File: src/rtl/u8rw_pkg.sv
// Shared types and constants of the UTF-8 line rewrapper.
// Used by every module of the block and by its checker; depends on nothing.
`timescale 1ns / 1ps

package u8rw_pkg;

  // Width of the line length counters, unless the top level overrides it.
  localparam int DEFAULT_LENGTH_BITS = 13;

  // Configuration registers.
  localparam int REG_BITS       = 13;
  localparam int CFG_INDEX_BITS = 2;
  localparam logic [CFG_INDEX_BITS-1:0] REG_MIN_LENGTH       = 2'd0;
  localparam logic [CFG_INDEX_BITS-1:0] REG_MAX_LENGTH       = 2'd1;
  localparam logic [CFG_INDEX_BITS-1:0] REG_FIRST_CUT_LENGTH = 2'd2;
  localparam logic [REG_BITS-1:0] MIN_LENGTH_RESET = 13'd0;
  localparam logic [REG_BITS-1:0] MAX_LENGTH_RESET = 13'h1fff;
  localparam logic [REG_BITS-1:0] FIRST_CUT_RESET  = 13'd0;

  // Random draw: a 32-bit word scaled by a span of up to 2^REG_BITS.
  localparam int RAND_BITS = 32;
  localparam int SPAN_BITS = REG_BITS + 1;

  // Input item layout.
  localparam int BYTE_BITS       = 8;
  localparam int IN_TDATA_BITS   = BYTE_BITS + RAND_BITS;
  localparam int DATA_BYTE_LSB   = 0;
  localparam int RANDOM_WORD_LSB = BYTE_BITS;
  localparam logic FUNC_DATA  = 1'b0;
  localparam logic FUNC_FLUSH = 1'b1;

  localparam logic [BYTE_BITS-1:0] LF = 8'h0a;

  // A group is at most four bytes; the last one never needs storing.
  localparam int HELD_DEPTH      = 3;
  localparam int HELD_COUNT_BITS = 2;

  // One input item yields at most five result bytes.
  localparam int MAX_RESULTS = 5;
  localparam int COUNT_BITS  = 3;

  // Sequencer state: the value is the length of the group being collected.
  typedef enum logic [2:0] {
    SEQ_IDLE  = 3'd0,
    SEQ_WAIT2 = 3'd2,
    SEQ_WAIT3 = 3'd3,
    SEQ_WAIT4 = 3'd4
  } seq_state_t;

  // All result bytes of one input item, handed from the sequencer to the
  // output stage.
  typedef struct packed {
    logic [MAX_RESULTS-1:0][BYTE_BITS-1:0] bytes;
    logic [MAX_RESULTS-1:0]                used;
    logic [COUNT_BITS-1:0]                 count;
  } burst_t;

endpackage

File: src/rtl/u8rw_draw.sv
// Line length registers and the scaled random draw of the next cut length.
// Depends on u8rw_pkg.
`timescale 1ns / 1ps

module u8rw_draw import u8rw_pkg::*; (
  input  logic                      clk,
  input  logic                      rst,
  input  logic                      cfg_we,
  input  logic [CFG_INDEX_BITS-1:0] cfg_index,
  input  logic [REG_BITS-1:0]       cfg_data,
  input  logic [RAND_BITS-1:0]      random_word,
  output logic [REG_BITS-1:0]       draw_value
);

  logic [REG_BITS-1:0]  min_length;
  logic [REG_BITS-1:0]  max_length;
  logic [REG_BITS-1:0]  lo;
  logic [SPAN_BITS-1:0] span;

  logic [REG_BITS-1:0]  new_min;
  logic [REG_BITS-1:0]  new_max;
  logic [REG_BITS-1:0]  lo_next;
  logic [REG_BITS-1:0]  hi_next;
  logic [SPAN_BITS-1:0] span_next;
  logic                 len_we;

  logic [RAND_BITS+SPAN_BITS-1:0] product;
  logic [REG_BITS-1:0]            offset;

  // The ordered pair and its span are settled at write time, so the draw
  // itself is only a multiply and an add.
  always_comb begin
    new_min   = (cfg_index == REG_MIN_LENGTH) ? cfg_data : min_length;
    new_max   = (cfg_index == REG_MAX_LENGTH) ? cfg_data : max_length;
    lo_next   = (new_min <= new_max) ? new_min : new_max;
    hi_next   = (new_min <= new_max) ? new_max : new_min;
    span_next = SPAN_BITS'(hi_next) - SPAN_BITS'(lo_next) + SPAN_BITS'(1);
    len_we    = cfg_we && ((cfg_index == REG_MIN_LENGTH) || (cfg_index == REG_MAX_LENGTH));
  end

  always_ff @(posedge clk) begin
    if (rst) begin
      min_length <= MIN_LENGTH_RESET;
      max_length <= MAX_LENGTH_RESET;
      lo         <= MIN_LENGTH_RESET;
      span       <= SPAN_BITS'(MAX_LENGTH_RESET) - SPAN_BITS'(MIN_LENGTH_RESET)
                    + SPAN_BITS'(1);
    end else if (len_we) begin
      min_length <= new_min;
      max_length <= new_max;
      lo         <= lo_next;
      span       <= span_next;
    end
  end

  // The scaled offset is always below span, so it fits in REG_BITS.
  always_comb begin
    product    = (RAND_BITS+SPAN_BITS)'(random_word) * (RAND_BITS+SPAN_BITS)'(span);
    offset     = product[RAND_BITS +: REG_BITS];
    draw_value = lo + offset;
  end

endmodule

File: src/rtl/u8rw_seq.sv
// UTF-8 group sequencer and line counter: decides the result bytes of one
// item and updates the grouping and line state. Depends on u8rw_pkg.
`timescale 1ns / 1ps

module u8rw_seq import u8rw_pkg::*; #(
  parameter int LENGTH_BITS = DEFAULT_LENGTH_BITS
) (
  input  logic                 clk,
  input  logic                 rst,
  input  logic                 fire,
  input  logic                 func,
  input  logic [BYTE_BITS-1:0] data_byte,
  input  logic                 first_cut_we,
  input  logic [REG_BITS-1:0]  first_cut_value,
  input  logic [REG_BITS-1:0]  draw_value,
  output burst_t               burst
);

  localparam int SUM_BITS = LENGTH_BITS + 1;

  seq_state_t                            seq_state, seq_state_next;
  logic [BYTE_BITS-1:0]                  pending_lead, pending_lead_next;
  logic [HELD_DEPTH-1:0][BYTE_BITS-1:0]  held_bytes, held_bytes_next;
  logic [HELD_COUNT_BITS-1:0]            held_count, held_count_next;
  logic [LENGTH_BITS-1:0]                line_points, line_points_next;
  logic [LENGTH_BITS-1:0]                cut_length;

  logic                                  b_ascii, b_cont, b_lf, b_lead;
  logic                                  pending_valid, is_flush, complete;
  logic [HELD_COUNT_BITS-1:0]            hc_eff;
  logic [HELD_DEPTH-1:0][BYTE_BITS-1:0]  held_eff;
  logic [2:0]                            group_len;
  seq_state_t                            lead_state;

  logic [HELD_COUNT_BITS-1:0]            emit_n;
  logic                                  emit_b, do_grow;
  logic [1:0]                            grow_count;
  logic [SUM_BITS-1:0]                   sum;
  logic                                  cut, close_line;
  logic [LENGTH_BITS-1:0]                line_after;
  logic [COUNT_BITS-1:0]                 n;

  // Byte class and the group as it stands, with a waiting lead byte taken
  // as the first held byte.
  always_comb begin
    b_ascii       = ~data_byte[BYTE_BITS-1];
    b_cont        = (data_byte[BYTE_BITS-1 -: 2] == 2'b10);
    b_lf          = (data_byte == LF);
    b_lead        = !b_ascii && !b_cont;
    is_flush      = (func == FUNC_FLUSH);
    pending_valid = (pending_lead != '0);
    hc_eff        = pending_valid ? HELD_COUNT_BITS'(1) : held_count;
    held_eff      = held_bytes;
    if (pending_valid) begin
      held_eff[0] = pending_lead;
    end
    priority if (data_byte[7:5] == 3'b110) begin
      lead_state = SEQ_WAIT2;
    end else if (data_byte[7:4] == 4'b1110) begin
      lead_state = SEQ_WAIT3;
    end else begin
      lead_state = SEQ_WAIT4;
    end
    unique case (seq_state)
      SEQ_WAIT2: group_len = 3'd2;
      SEQ_WAIT3: group_len = 3'd3;
      SEQ_WAIT4: group_len = 3'd4;
      default:   group_len = 3'd0;
    endcase
    complete = ((3'(hc_eff) + 3'd1) == group_len);
  end

  // What this item emits and how far it advances the line.
  always_comb begin
    emit_n     = '0;
    emit_b     = 1'b0;
    do_grow    = 1'b0;
    grow_count = 2'd0;
    if (is_flush) begin
      emit_n     = hc_eff;
      do_grow    = (hc_eff != '0);
      grow_count = 2'd1;
    end else begin
      unique case (seq_state)
        SEQ_IDLE: begin
          if (!b_lead) begin
            emit_b     = !b_lf;
            do_grow    = 1'b1;
            grow_count = b_lf ? 2'd0 : 2'd1;
          end
        end
        SEQ_WAIT2, SEQ_WAIT3, SEQ_WAIT4: begin
          priority if (b_cont) begin
            if (complete) begin
              emit_n     = hc_eff;
              emit_b     = 1'b1;
              do_grow    = 1'b1;
              grow_count = 2'd1;
            end
          end else if (b_ascii) begin
            // A line feed that closes a broken group is dropped.
            emit_n     = hc_eff;
            emit_b     = !b_lf;
            do_grow    = 1'b1;
            grow_count = b_lf ? 2'd1 : 2'd2;
          end else begin
            emit_n     = hc_eff;
            do_grow    = 1'b1;
            grow_count = 2'd1;
          end
        end
        default: ;
      endcase
    end
  end

  // Line count: a cut inserts a line feed and draws a new length.
  always_comb begin
    sum        = SUM_BITS'(line_points) + SUM_BITS'(grow_count);
    cut        = do_grow && (sum >= SUM_BITS'(cut_length));
    line_after = cut ? '0 : (do_grow ? sum[LENGTH_BITS-1:0] : line_points);
    close_line = is_flush && (line_after != '0);
  end

  // Next sequencer state.
  always_comb begin
    seq_state_next    = seq_state;
    pending_lead_next = pending_lead;
    held_bytes_next   = held_bytes;
    held_count_next   = held_count;
    line_points_next  = is_flush ? '0 : line_after;
    if (is_flush) begin
      seq_state_next    = SEQ_IDLE;
      pending_lead_next = '0;
      held_count_next   = '0;
    end else begin
      pending_lead_next = '0;
      held_count_next   = '0;
      unique case (seq_state)
        SEQ_IDLE: begin
          if (b_lead) begin
            seq_state_next     = lead_state;
            held_bytes_next[0] = data_byte;
            held_count_next    = HELD_COUNT_BITS'(1);
          end
        end
        SEQ_WAIT2, SEQ_WAIT3, SEQ_WAIT4: begin
          priority if (b_cont && !complete) begin
            held_bytes_next[0]      = held_eff[0];
            held_bytes_next[hc_eff] = data_byte;
            held_count_next         = hc_eff + HELD_COUNT_BITS'(1);
          end else if (b_cont || b_ascii) begin
            seq_state_next = SEQ_IDLE;
          end else begin
            // A new lead breaks the group and waits for the next item.
            seq_state_next    = lead_state;
            pending_lead_next = data_byte;
          end
        end
        default: seq_state_next = SEQ_IDLE;
      endcase
    end
  end

  // Result bytes: held bytes, the item byte, the cut line feed, the
  // closing line feed, in that order.
  always_comb begin
    burst = '0;
    for (int i = 0; i < HELD_DEPTH; i++) begin
      if (HELD_COUNT_BITS'(i) < emit_n) begin
        burst.bytes[i] = held_eff[i];
      end
    end
    n = COUNT_BITS'(emit_n);
    if (emit_b) begin
      burst.bytes[n] = data_byte;
      n = n + COUNT_BITS'(1);
    end
    if (cut) begin
      burst.bytes[n] = LF;
      burst.used[n]  = 1'b1;
      n = n + COUNT_BITS'(1);
    end
    if (close_line) begin
      burst.bytes[n] = LF;
      n = n + COUNT_BITS'(1);
    end
    burst.count = n;
  end

  always_ff @(posedge clk) begin
    if (rst) begin
      seq_state    <= SEQ_IDLE;
      pending_lead <= '0;
      held_count   <= '0;
      line_points  <= '0;
      cut_length   <= LENGTH_BITS'(FIRST_CUT_RESET);
    end else begin
      if (fire) begin
        seq_state    <= seq_state_next;
        pending_lead <= pending_lead_next;
        held_count   <= held_count_next;
        line_points  <= line_points_next;
      end
      if (first_cut_we) begin
        cut_length <= LENGTH_BITS'(first_cut_value);
      end else if (fire && cut) begin
        cut_length <= LENGTH_BITS'(draw_value);
      end
    end
  end

  always_ff @(posedge clk) begin
    if (fire) begin
      held_bytes <= held_bytes_next;
    end
  end

endmodule

File: src/rtl/u8rw_burst.sv
// Output register that holds the result bytes of one item and sends them
// one per cycle while m_tready is high. Depends on u8rw_pkg.
`timescale 1ns / 1ps

module u8rw_burst import u8rw_pkg::*; (
  input  logic                 clk,
  input  logic                 rst,
  input  logic                 load,
  input  burst_t               burst_in,
  output logic                 can_load,
  output logic                 m_tvalid,
  input  logic                 m_tready,
  output logic [BYTE_BITS-1:0] m_tdata,
  output logic                 m_tlast,
  output logic                 m_tuser
);

  logic                  busy;
  logic [COUNT_BITS-1:0] idx;
  burst_t                burst_q;
  logic                  at_last;

  always_comb begin
    at_last  = (idx == (burst_q.count - COUNT_BITS'(1)));
    can_load = !busy || (m_tready && at_last);
    m_tvalid = busy;
    m_tdata  = burst_q.bytes[idx];
    m_tuser  = burst_q.used[idx];
    m_tlast  = at_last;
  end

  always_ff @(posedge clk) begin
    if (rst) begin
      busy <= 1'b0;
      idx  <= '0;
    end else if (load && (burst_in.count != '0)) begin
      busy <= 1'b1;
      idx  <= '0;
    end else if (busy && m_tready) begin
      if (at_last) begin
        busy <= 1'b0;
      end else begin
        idx <= idx + COUNT_BITS'(1);
      end
    end
  end

  always_ff @(posedge clk) begin
    if (load) begin
      burst_q <= burst_in;
    end
  end

endmodule

File: src/rtl/utf8_random_line_rewrapper.sv
// Top level of the UTF-8 line rewrapper with random cut lengths.
// Depends on u8rw_pkg, u8rw_draw, u8rw_seq and u8rw_burst.
`timescale 1ns / 1ps

// The block takes one byte per item and passes UTF-8 text through, breaking
// it into lines whose length in code points is drawn at random between the
// min_length and max_length registers (the smaller of the two is the lower
// bound). Original line feeds in the text are all dropped; a line feed is
// inserted whenever the line count reaches the current cut length, and that
// line feed carries tuser high because it consumed the item's random word.
// first_cut_length sets the length of the first line and reloads the
// current cut length when written. A flush item (s_tuser high) drains an
// unfinished group and a waiting lead byte and closes an open line with a
// final line feed. An accepted item waits in an input register, where the
// sequencer works out all of its result bytes; they are loaded into the
// output register once it is free or handing over its final result, and
// the first result is presented from there. The output register sends one
// result per cycle while m_tready is high, so items that give one result or
// none stream at one item per cycle when the output does not stall, and an
// item is taken in the same cycle as the last result of the previous one
// leaves. The output drain of up to five bytes per item is what sets the
// rate. tlast marks the final result of each item.

module utf8_random_line_rewrapper import u8rw_pkg::*; #(
  parameter int LENGTH_BITS = DEFAULT_LENGTH_BITS
) (
  input  logic                      clk,
  input  logic                      rst,
  // Input items.
  input  logic                      s_tvalid,
  output logic                      s_tready,
  input  logic [IN_TDATA_BITS-1:0]  s_tdata,   // [7:0] data_byte, [39:8] random_word
  input  logic                      s_tuser,   // [0] func: 0 data byte, 1 flush
  // Result items.
  output logic                      m_tvalid,
  input  logic                      m_tready,
  output logic [BYTE_BITS-1:0]      m_tdata,   // [7:0] out_byte
  output logic                      m_tlast,   // last result of the item
  output logic                      m_tuser,   // [0] random_used
  // Configuration writes.
  input  logic                      cfg_we,
  input  logic [CFG_INDEX_BITS-1:0] cfg_index,
  input  logic [REG_BITS-1:0]       cfg_data
);

  // Input register.
  logic                 in_valid;
  logic                 in_func;
  logic [BYTE_BITS-1:0] in_byte;
  logic [RAND_BITS-1:0] in_rnd;

  logic                 fire;
  logic                 can_load;
  logic                 first_cut_we;
  logic [REG_BITS-1:0]  draw_value;
  burst_t               burst;

  // An item leaves the input register when the output register is free or
  // is handing over its final byte in this cycle.
  assign fire         = in_valid && can_load;
  assign s_tready     = !in_valid || fire;
  assign first_cut_we = cfg_we && (cfg_index == REG_FIRST_CUT_LENGTH);

  always_ff @(posedge clk) begin
    if (rst) begin
      in_valid <= 1'b0;
    end else if (s_tvalid && s_tready) begin
      in_valid <= 1'b1;
    end else if (fire) begin
      in_valid <= 1'b0;
    end
  end

  always_ff @(posedge clk) begin
    if (s_tvalid && s_tready) begin
      in_func <= s_tuser;
      in_byte <= s_tdata[DATA_BYTE_LSB +: BYTE_BITS];
      in_rnd  <= s_tdata[RANDOM_WORD_LSB +: RAND_BITS];
    end
  end

  u8rw_draw u_draw (
    .clk         (clk),
    .rst         (rst),
    .cfg_we      (cfg_we),
    .cfg_index   (cfg_index),
    .cfg_data    (cfg_data),
    .random_word (in_rnd),
    .draw_value  (draw_value)
  );

  u8rw_seq #(
    .LENGTH_BITS (LENGTH_BITS)
  ) u_seq (
    .clk             (clk),
    .rst             (rst),
    .fire            (fire),
    .func            (in_func),
    .data_byte       (in_byte),
    .first_cut_we    (first_cut_we),
    .first_cut_value (cfg_data),
    .draw_value      (draw_value),
    .burst           (burst)
  );

  u8rw_burst u_burst (
    .clk      (clk),
    .rst      (rst),
    .load     (fire),
    .burst_in (burst),
    .can_load (can_load),
    .m_tvalid (m_tvalid),
    .m_tready (m_tready),
    .m_tdata  (m_tdata),
    .m_tlast  (m_tlast),
    .m_tuser  (m_tuser)
  );

endmodule

File: config.mk
export PLATFORM = sky130hd
export DESIGN_NAME = utf8_random_line_rewrapper
export DESIGN_NICKNAME = d
export VERILOG_FILES = /design/src/rtl/u8rw_pkg.sv /design/src/rtl/u8rw_draw.sv /design/src/rtl/u8rw_seq.sv /design/src/rtl/u8rw_burst.sv /design/src/rtl/utf8_random_line_rewrapper.sv
export SDC_FILE = /design/constraint.sdc
export NUM_CORES = 1
export LEC_CHECK = 0
export ABC_AREA = 1
export BUFFER_PORTS_ARGS = -buffer_cell sky130_fd_sc_hd__buf_2
export CORE_MARGIN = 8
export CORE_UTILIZATION = 45
export CTS_BUF_LIST = sky130_fd_sc_hd__clkbuf_4
export CTS_CLUSTER_DIAMETER = 120
export DETAILED_ROUTE_END_ITERATION = 10
export GPL_TIMING_DRIVEN = 0
export PLACE_DENSITY_LB_ADDON = 0.25
export REMOVE_ABC_BUFFERS = 1
export SYNTH_ARGS = -nofsm -noshare
export SYNTH_HDL_FRONTEND = slang
export SYNTH_SLANG_ARGS = --single-unit
File: constraint.sdc
create_clock -name clk -period 16.2 [get_ports clk]
set_input_delay 1.62 -clock clk [delete_from_list [all_inputs] [get_ports clk]]
set_output_delay 1.62 -clock clk [all_outputs]
set_load 0.1 [all_outputs]
==> results by stage <==
STA:
- Headroom to the max-slew limit came out at 14.86%.
- The maximum clock frequency is 0.1178 GHz.
- After routing, the total negative slack on setup checks comes to 0 ns.
- On the final layout, the worst clock skew is 0.06504 ns.
- Setup repair after global routing left no endpoint under its margin.
- At the pin with the least slew margin, the transition time is 1.264 ns.
- The final max-slew violation count is 0.
- The final-report setup violation count is 0.
- The worst path uses 52.42% of the clock period.
- The final count of hold timing violations came to 0.
- The final critical path time including I/O delays and setup is 8.492 ns.

Hold path:
- The worst hold path passes through 2 cells.
- The path class of the tightest hold or removal check is reg2reg.

Power:
- Sequential cells account for 16.3% of the total power.
- Of the total power, the clock network draws 12.3%.
- Summed over all cells, the static leakage comes to 0.01390 uW.
- In this run, the combinational gates consume 71.4% of the power.
- The internal power of the cells is 2015 uW.
- Net switching is 52.77% of the power.
- The maximum ir drop on the vdd rail is 114.4 uV.
- The power density relative to cell area is 160.7 nW/um^2.
- For this design the total switching power over the nets is 2251 uW.

Critical path:
- The type of the setup path with the least slack is reg2reg.
- At the worst endpoint, the required time is 16.89 ns.
- The arrival time at the worst endpoint is 9.18 ns.
- The worst stage delay on the critical path is 0.94 ns.
- The sort of element at the end of the critical path is a register.
- The critical path's slowest cell is sky130_fd_sc_hd__dfxtp_2.
- The nature of the critical path startpoint is a register.
- The number of buffers and inverters on the critical path is 4.
- The maximum fanout count along the critical path is 33.
- By instance count, the cell type seen most on the critical path is sky130_fd_sc_hd__fa_1.
- The number of cells on the worst reg-to-reg path is 32.
- The critical path runs through a total of 32 cells.
- The kind of cell with the highest combined delay along the critical path is adder cells.

Placement:
- In this run the tool buffered the top-level ports with 72 buffer cells.
- The final estimated routing congestion in global placement is 0.8472.
- The placed instances occupy a cell area of 25710 sq um.
- The detailed placer's ending HPWL is 46600 microns.

Route:
- The via density per instance is 5.131.
- The total number of vias is 20040.
- After detailed routing, the average wire length per cell comes to 15.87 microns.
- The number of routed nets with antenna violations is 0.
- The first-pass iteration count of the detailed router is 5.
- The routed design has 61970 microns of wire.
- In this run, the number of DRC markers left after iteration 0 of detailed routing was 1176.
- After detailed routing, the number of remaining DRC violations is 0.

Synth:
- Counting flops with an async set or reset pin after synthesis yields a share of 0%.
- For this run, the number of Yosys warnings is 0.
- The number of distinct standard cells referenced by the synthesized netlist is 56.
- The number of enable-type register cells in the synthesized netlist is 106.
- The number of instances in the synthesized netlist is 3146.
- Yosys attributes the largest share of cell area to sky130_fd_sc_hd__fa_1, sky130_fd_sc_hd__edfxtp_1, sky130_fd_sc_hd__nand2_1.
- The sequential cell area fraction in the yosys report is 20.49%.
- The register bit total from synthesis is 202.
- For this run, the leading register cell type out of synthesis is sky130_fd_sc_hd__edfxtp_1.
- The fraction of synthesized cell area taken by the top area cell type is 28.76%.
- The commonest cells after synthesis are sky130_fd_sc_hd__nand2_1, sky130_fd_sc_hd__inv_1, sky130_fd_sc_hd__fa_1.
- Yosys instantiated no cell more often than sky130_fd_sc_hd__nand2_1.
- The netlist area before placement is 24920 sq um.
- The average instance in the mapped netlist occupies 7.920 sq um.
- The biggest area contributor in the post-synthesis netlist is sky130_fd_sc_hd__fa_1.

Clocking:
- The cell sitting at the root of the clock tree is a sky130_fd_sc_hd__clkbuf_4.
- Gates resized during post-CTS repair numbered 0.
- The number of buffers on the longest clock path is 3.
- TritonCTS built the clock tree.
- Counting the buffers created by CTS gives 61.
- The number of setup buffers added after CTS is 0.
- For the worst-skew pair, the clock arrives at the later sink with an insertion delay of 0.79 ns.
- For this design, the sink count on the clock tree is 202.
- Clock-pin slew was measured on the worst setup and hold paths at 0.06 ns.
- The number of hold buffers added after CTS is 0.
- The maximum level of the CTS H-tree is 2.

GRT:
- The number of global-route vias before repair is 21010.
- Global routing finished with a remaining overflow of 0.
- The all-layer global routing usage is 20.02%.
- Entering global routing, the biggest net connects 84 pins.
- The global-route wire length before repair is 103900 microns.
- The initial antenna violation count is 1.

Cells and area:
- The layout has 5290 filler cells.
- The layout-stage area growth over the synthesis result is 6.553%.
- Of the cells placed in the final design, the portion with a size suffix greater than 1 is 7.625%.
- The net count of the finished layout is 3735.
- The multi-input logic area is 16520 sq um.
- Once layout is done, the placed cells without fillers occupy 26550 sq um.
- The sequential cells in the finished layout cover a total of 5120 sq um.

Floorplan:
- The number of top-level design ports is 73.
- The total number of placement rows is 86.
- After floorplanning, the core was sized to cover 54880 sq um.
- From bottom edge to top edge, the die measures 251.3 microns.
- The floorplan step defined a die boundary enclosing 63160 sq um.
- Once the floorplan was initialized, standard cells occupied 45.41% of the core.
- The die boundary width is 251.3 microns.

Job:
- The number of maximum-capacitance constraint violations is 0.

Status:
- The flow ran to the end, and the final reports show no timing, DRC or antenna violations.
## area by class of cell
cell class              count  share of cell area [%]
diodes                      2                 0.01885
clock buffers              94                   2.658
clock inverters            21                  0.4336
inverters                 727                   10.28
multi-input cells        2078                   62.21
flip-flops and latches    202                   19.28
well taps                 704                   3.318
repair buffers             78                   1.795
## cells in the final DEF (no fill, tap or decap), drive strengths merged, types with 16 or more instances in the layout
cell,netlist,routed
nand2,781,781
inv,724,726
fa,358,358
nor2,195,195
a21oi,188,188
ha,168,168
o21ai,142,142
edfxtp,106,106
dfxtp,96,96
clkbuf,119,94
buf,19,78
nand3,60,60
xor2,36,36
xnor2,21,21
clkinv,3,21
o211ai,19,19
nand4,18,18
o21a,16,16
## metal layers
metal	routed length (microns)	vias up	track usage, %
li1	-	9568	-
met1	26620	9817	25.58
met5	0	-	0
met4	1710	0	6.618
met3	3807	102	3.563
met2	29840	553	34.16
## cells by family after synthesis
kind of cell             Yosys count  synth area share (%)
AO/OA/AOI/OAI                    414                 9.365
XOR/XNOR                          57                 2.034
adder cells (fa/ha/maj)          526                 37.20
buffers and inverters            866                 13.32
flip-flops                       202                 20.49
multiplexers                      10                0.4017
AND/OR/NAND/NOR                 1071                 17.19
## path summary, 6_finish.rpt
path / start / end / slack [ns]
max: u_draw.span[5] / u_seq.cut_length[12] / 7.71
min: u_seq.cut_length[9] / u_seq.cut_length[9] / 0.46
max reg2reg: u_draw.span[5] / u_seq.cut_length[12] / 7.71
min reg2reg: u_seq.cut_length[9] / u_seq.cut_length[9] / 0.46
## stage by stage
stage	instances	hold slack, ns	power (uW)	setup slack (ns)	util (%)
6_report	3906	0.4641	4266	7.708	48.38
5_1_grt	3905	0.4936	4810	7.154	48.38
4_1_cts	3904	0.4664	4309	7.255	48.35
3_5_place_dp	3789	0.4570	3727	7.319	46.85
3_3_place_gp	3783	0.4505	3694	7.218	46.59
2_1_floorplan	3007	0.4349	2961	8.894	-
## power by group through the flow
stage / combinational (uW) / clock [uW] / sequential [uW]
CTS: 3070 / 548 / 694
finish: 3050 / 524 / 697
floorplan: 2300 / 0 / 659
global route: 3530 / 574 / 702
global placement: 2990 / 0 / 705
detailed placement: 3020 / 0 / 704
## state kept, by name, summed over array words and instances, names as in the netlist
register / count
u_draw.span: 14
in_func: 1
u_draw.min_length: 13
in_rnd: 32
u_seq.line_points: 13
u_seq.cut_length: 13
in_valid: 1
u_burst.burst_q: 41
u_seq.seq_state: 3
u_burst.idx: 3
u_burst.m_tvalid: 1
u_draw.lo: 13
u_seq.held_count: 2
u_seq.held_bytes: 24
u_seq.pending_lead: 7
u_draw.max_length: 13
in_byte: 8
## worst min-delay path, delay by kind of cell (launching register included)
kind	cells	cell delay, ns
flip-flops	1	0.31
AND/OR/NAND/NOR	1	0.06
AO/OA/AOI/OAI	1	0.05
No activity file was read; power rests on OpenSTA's default activity.
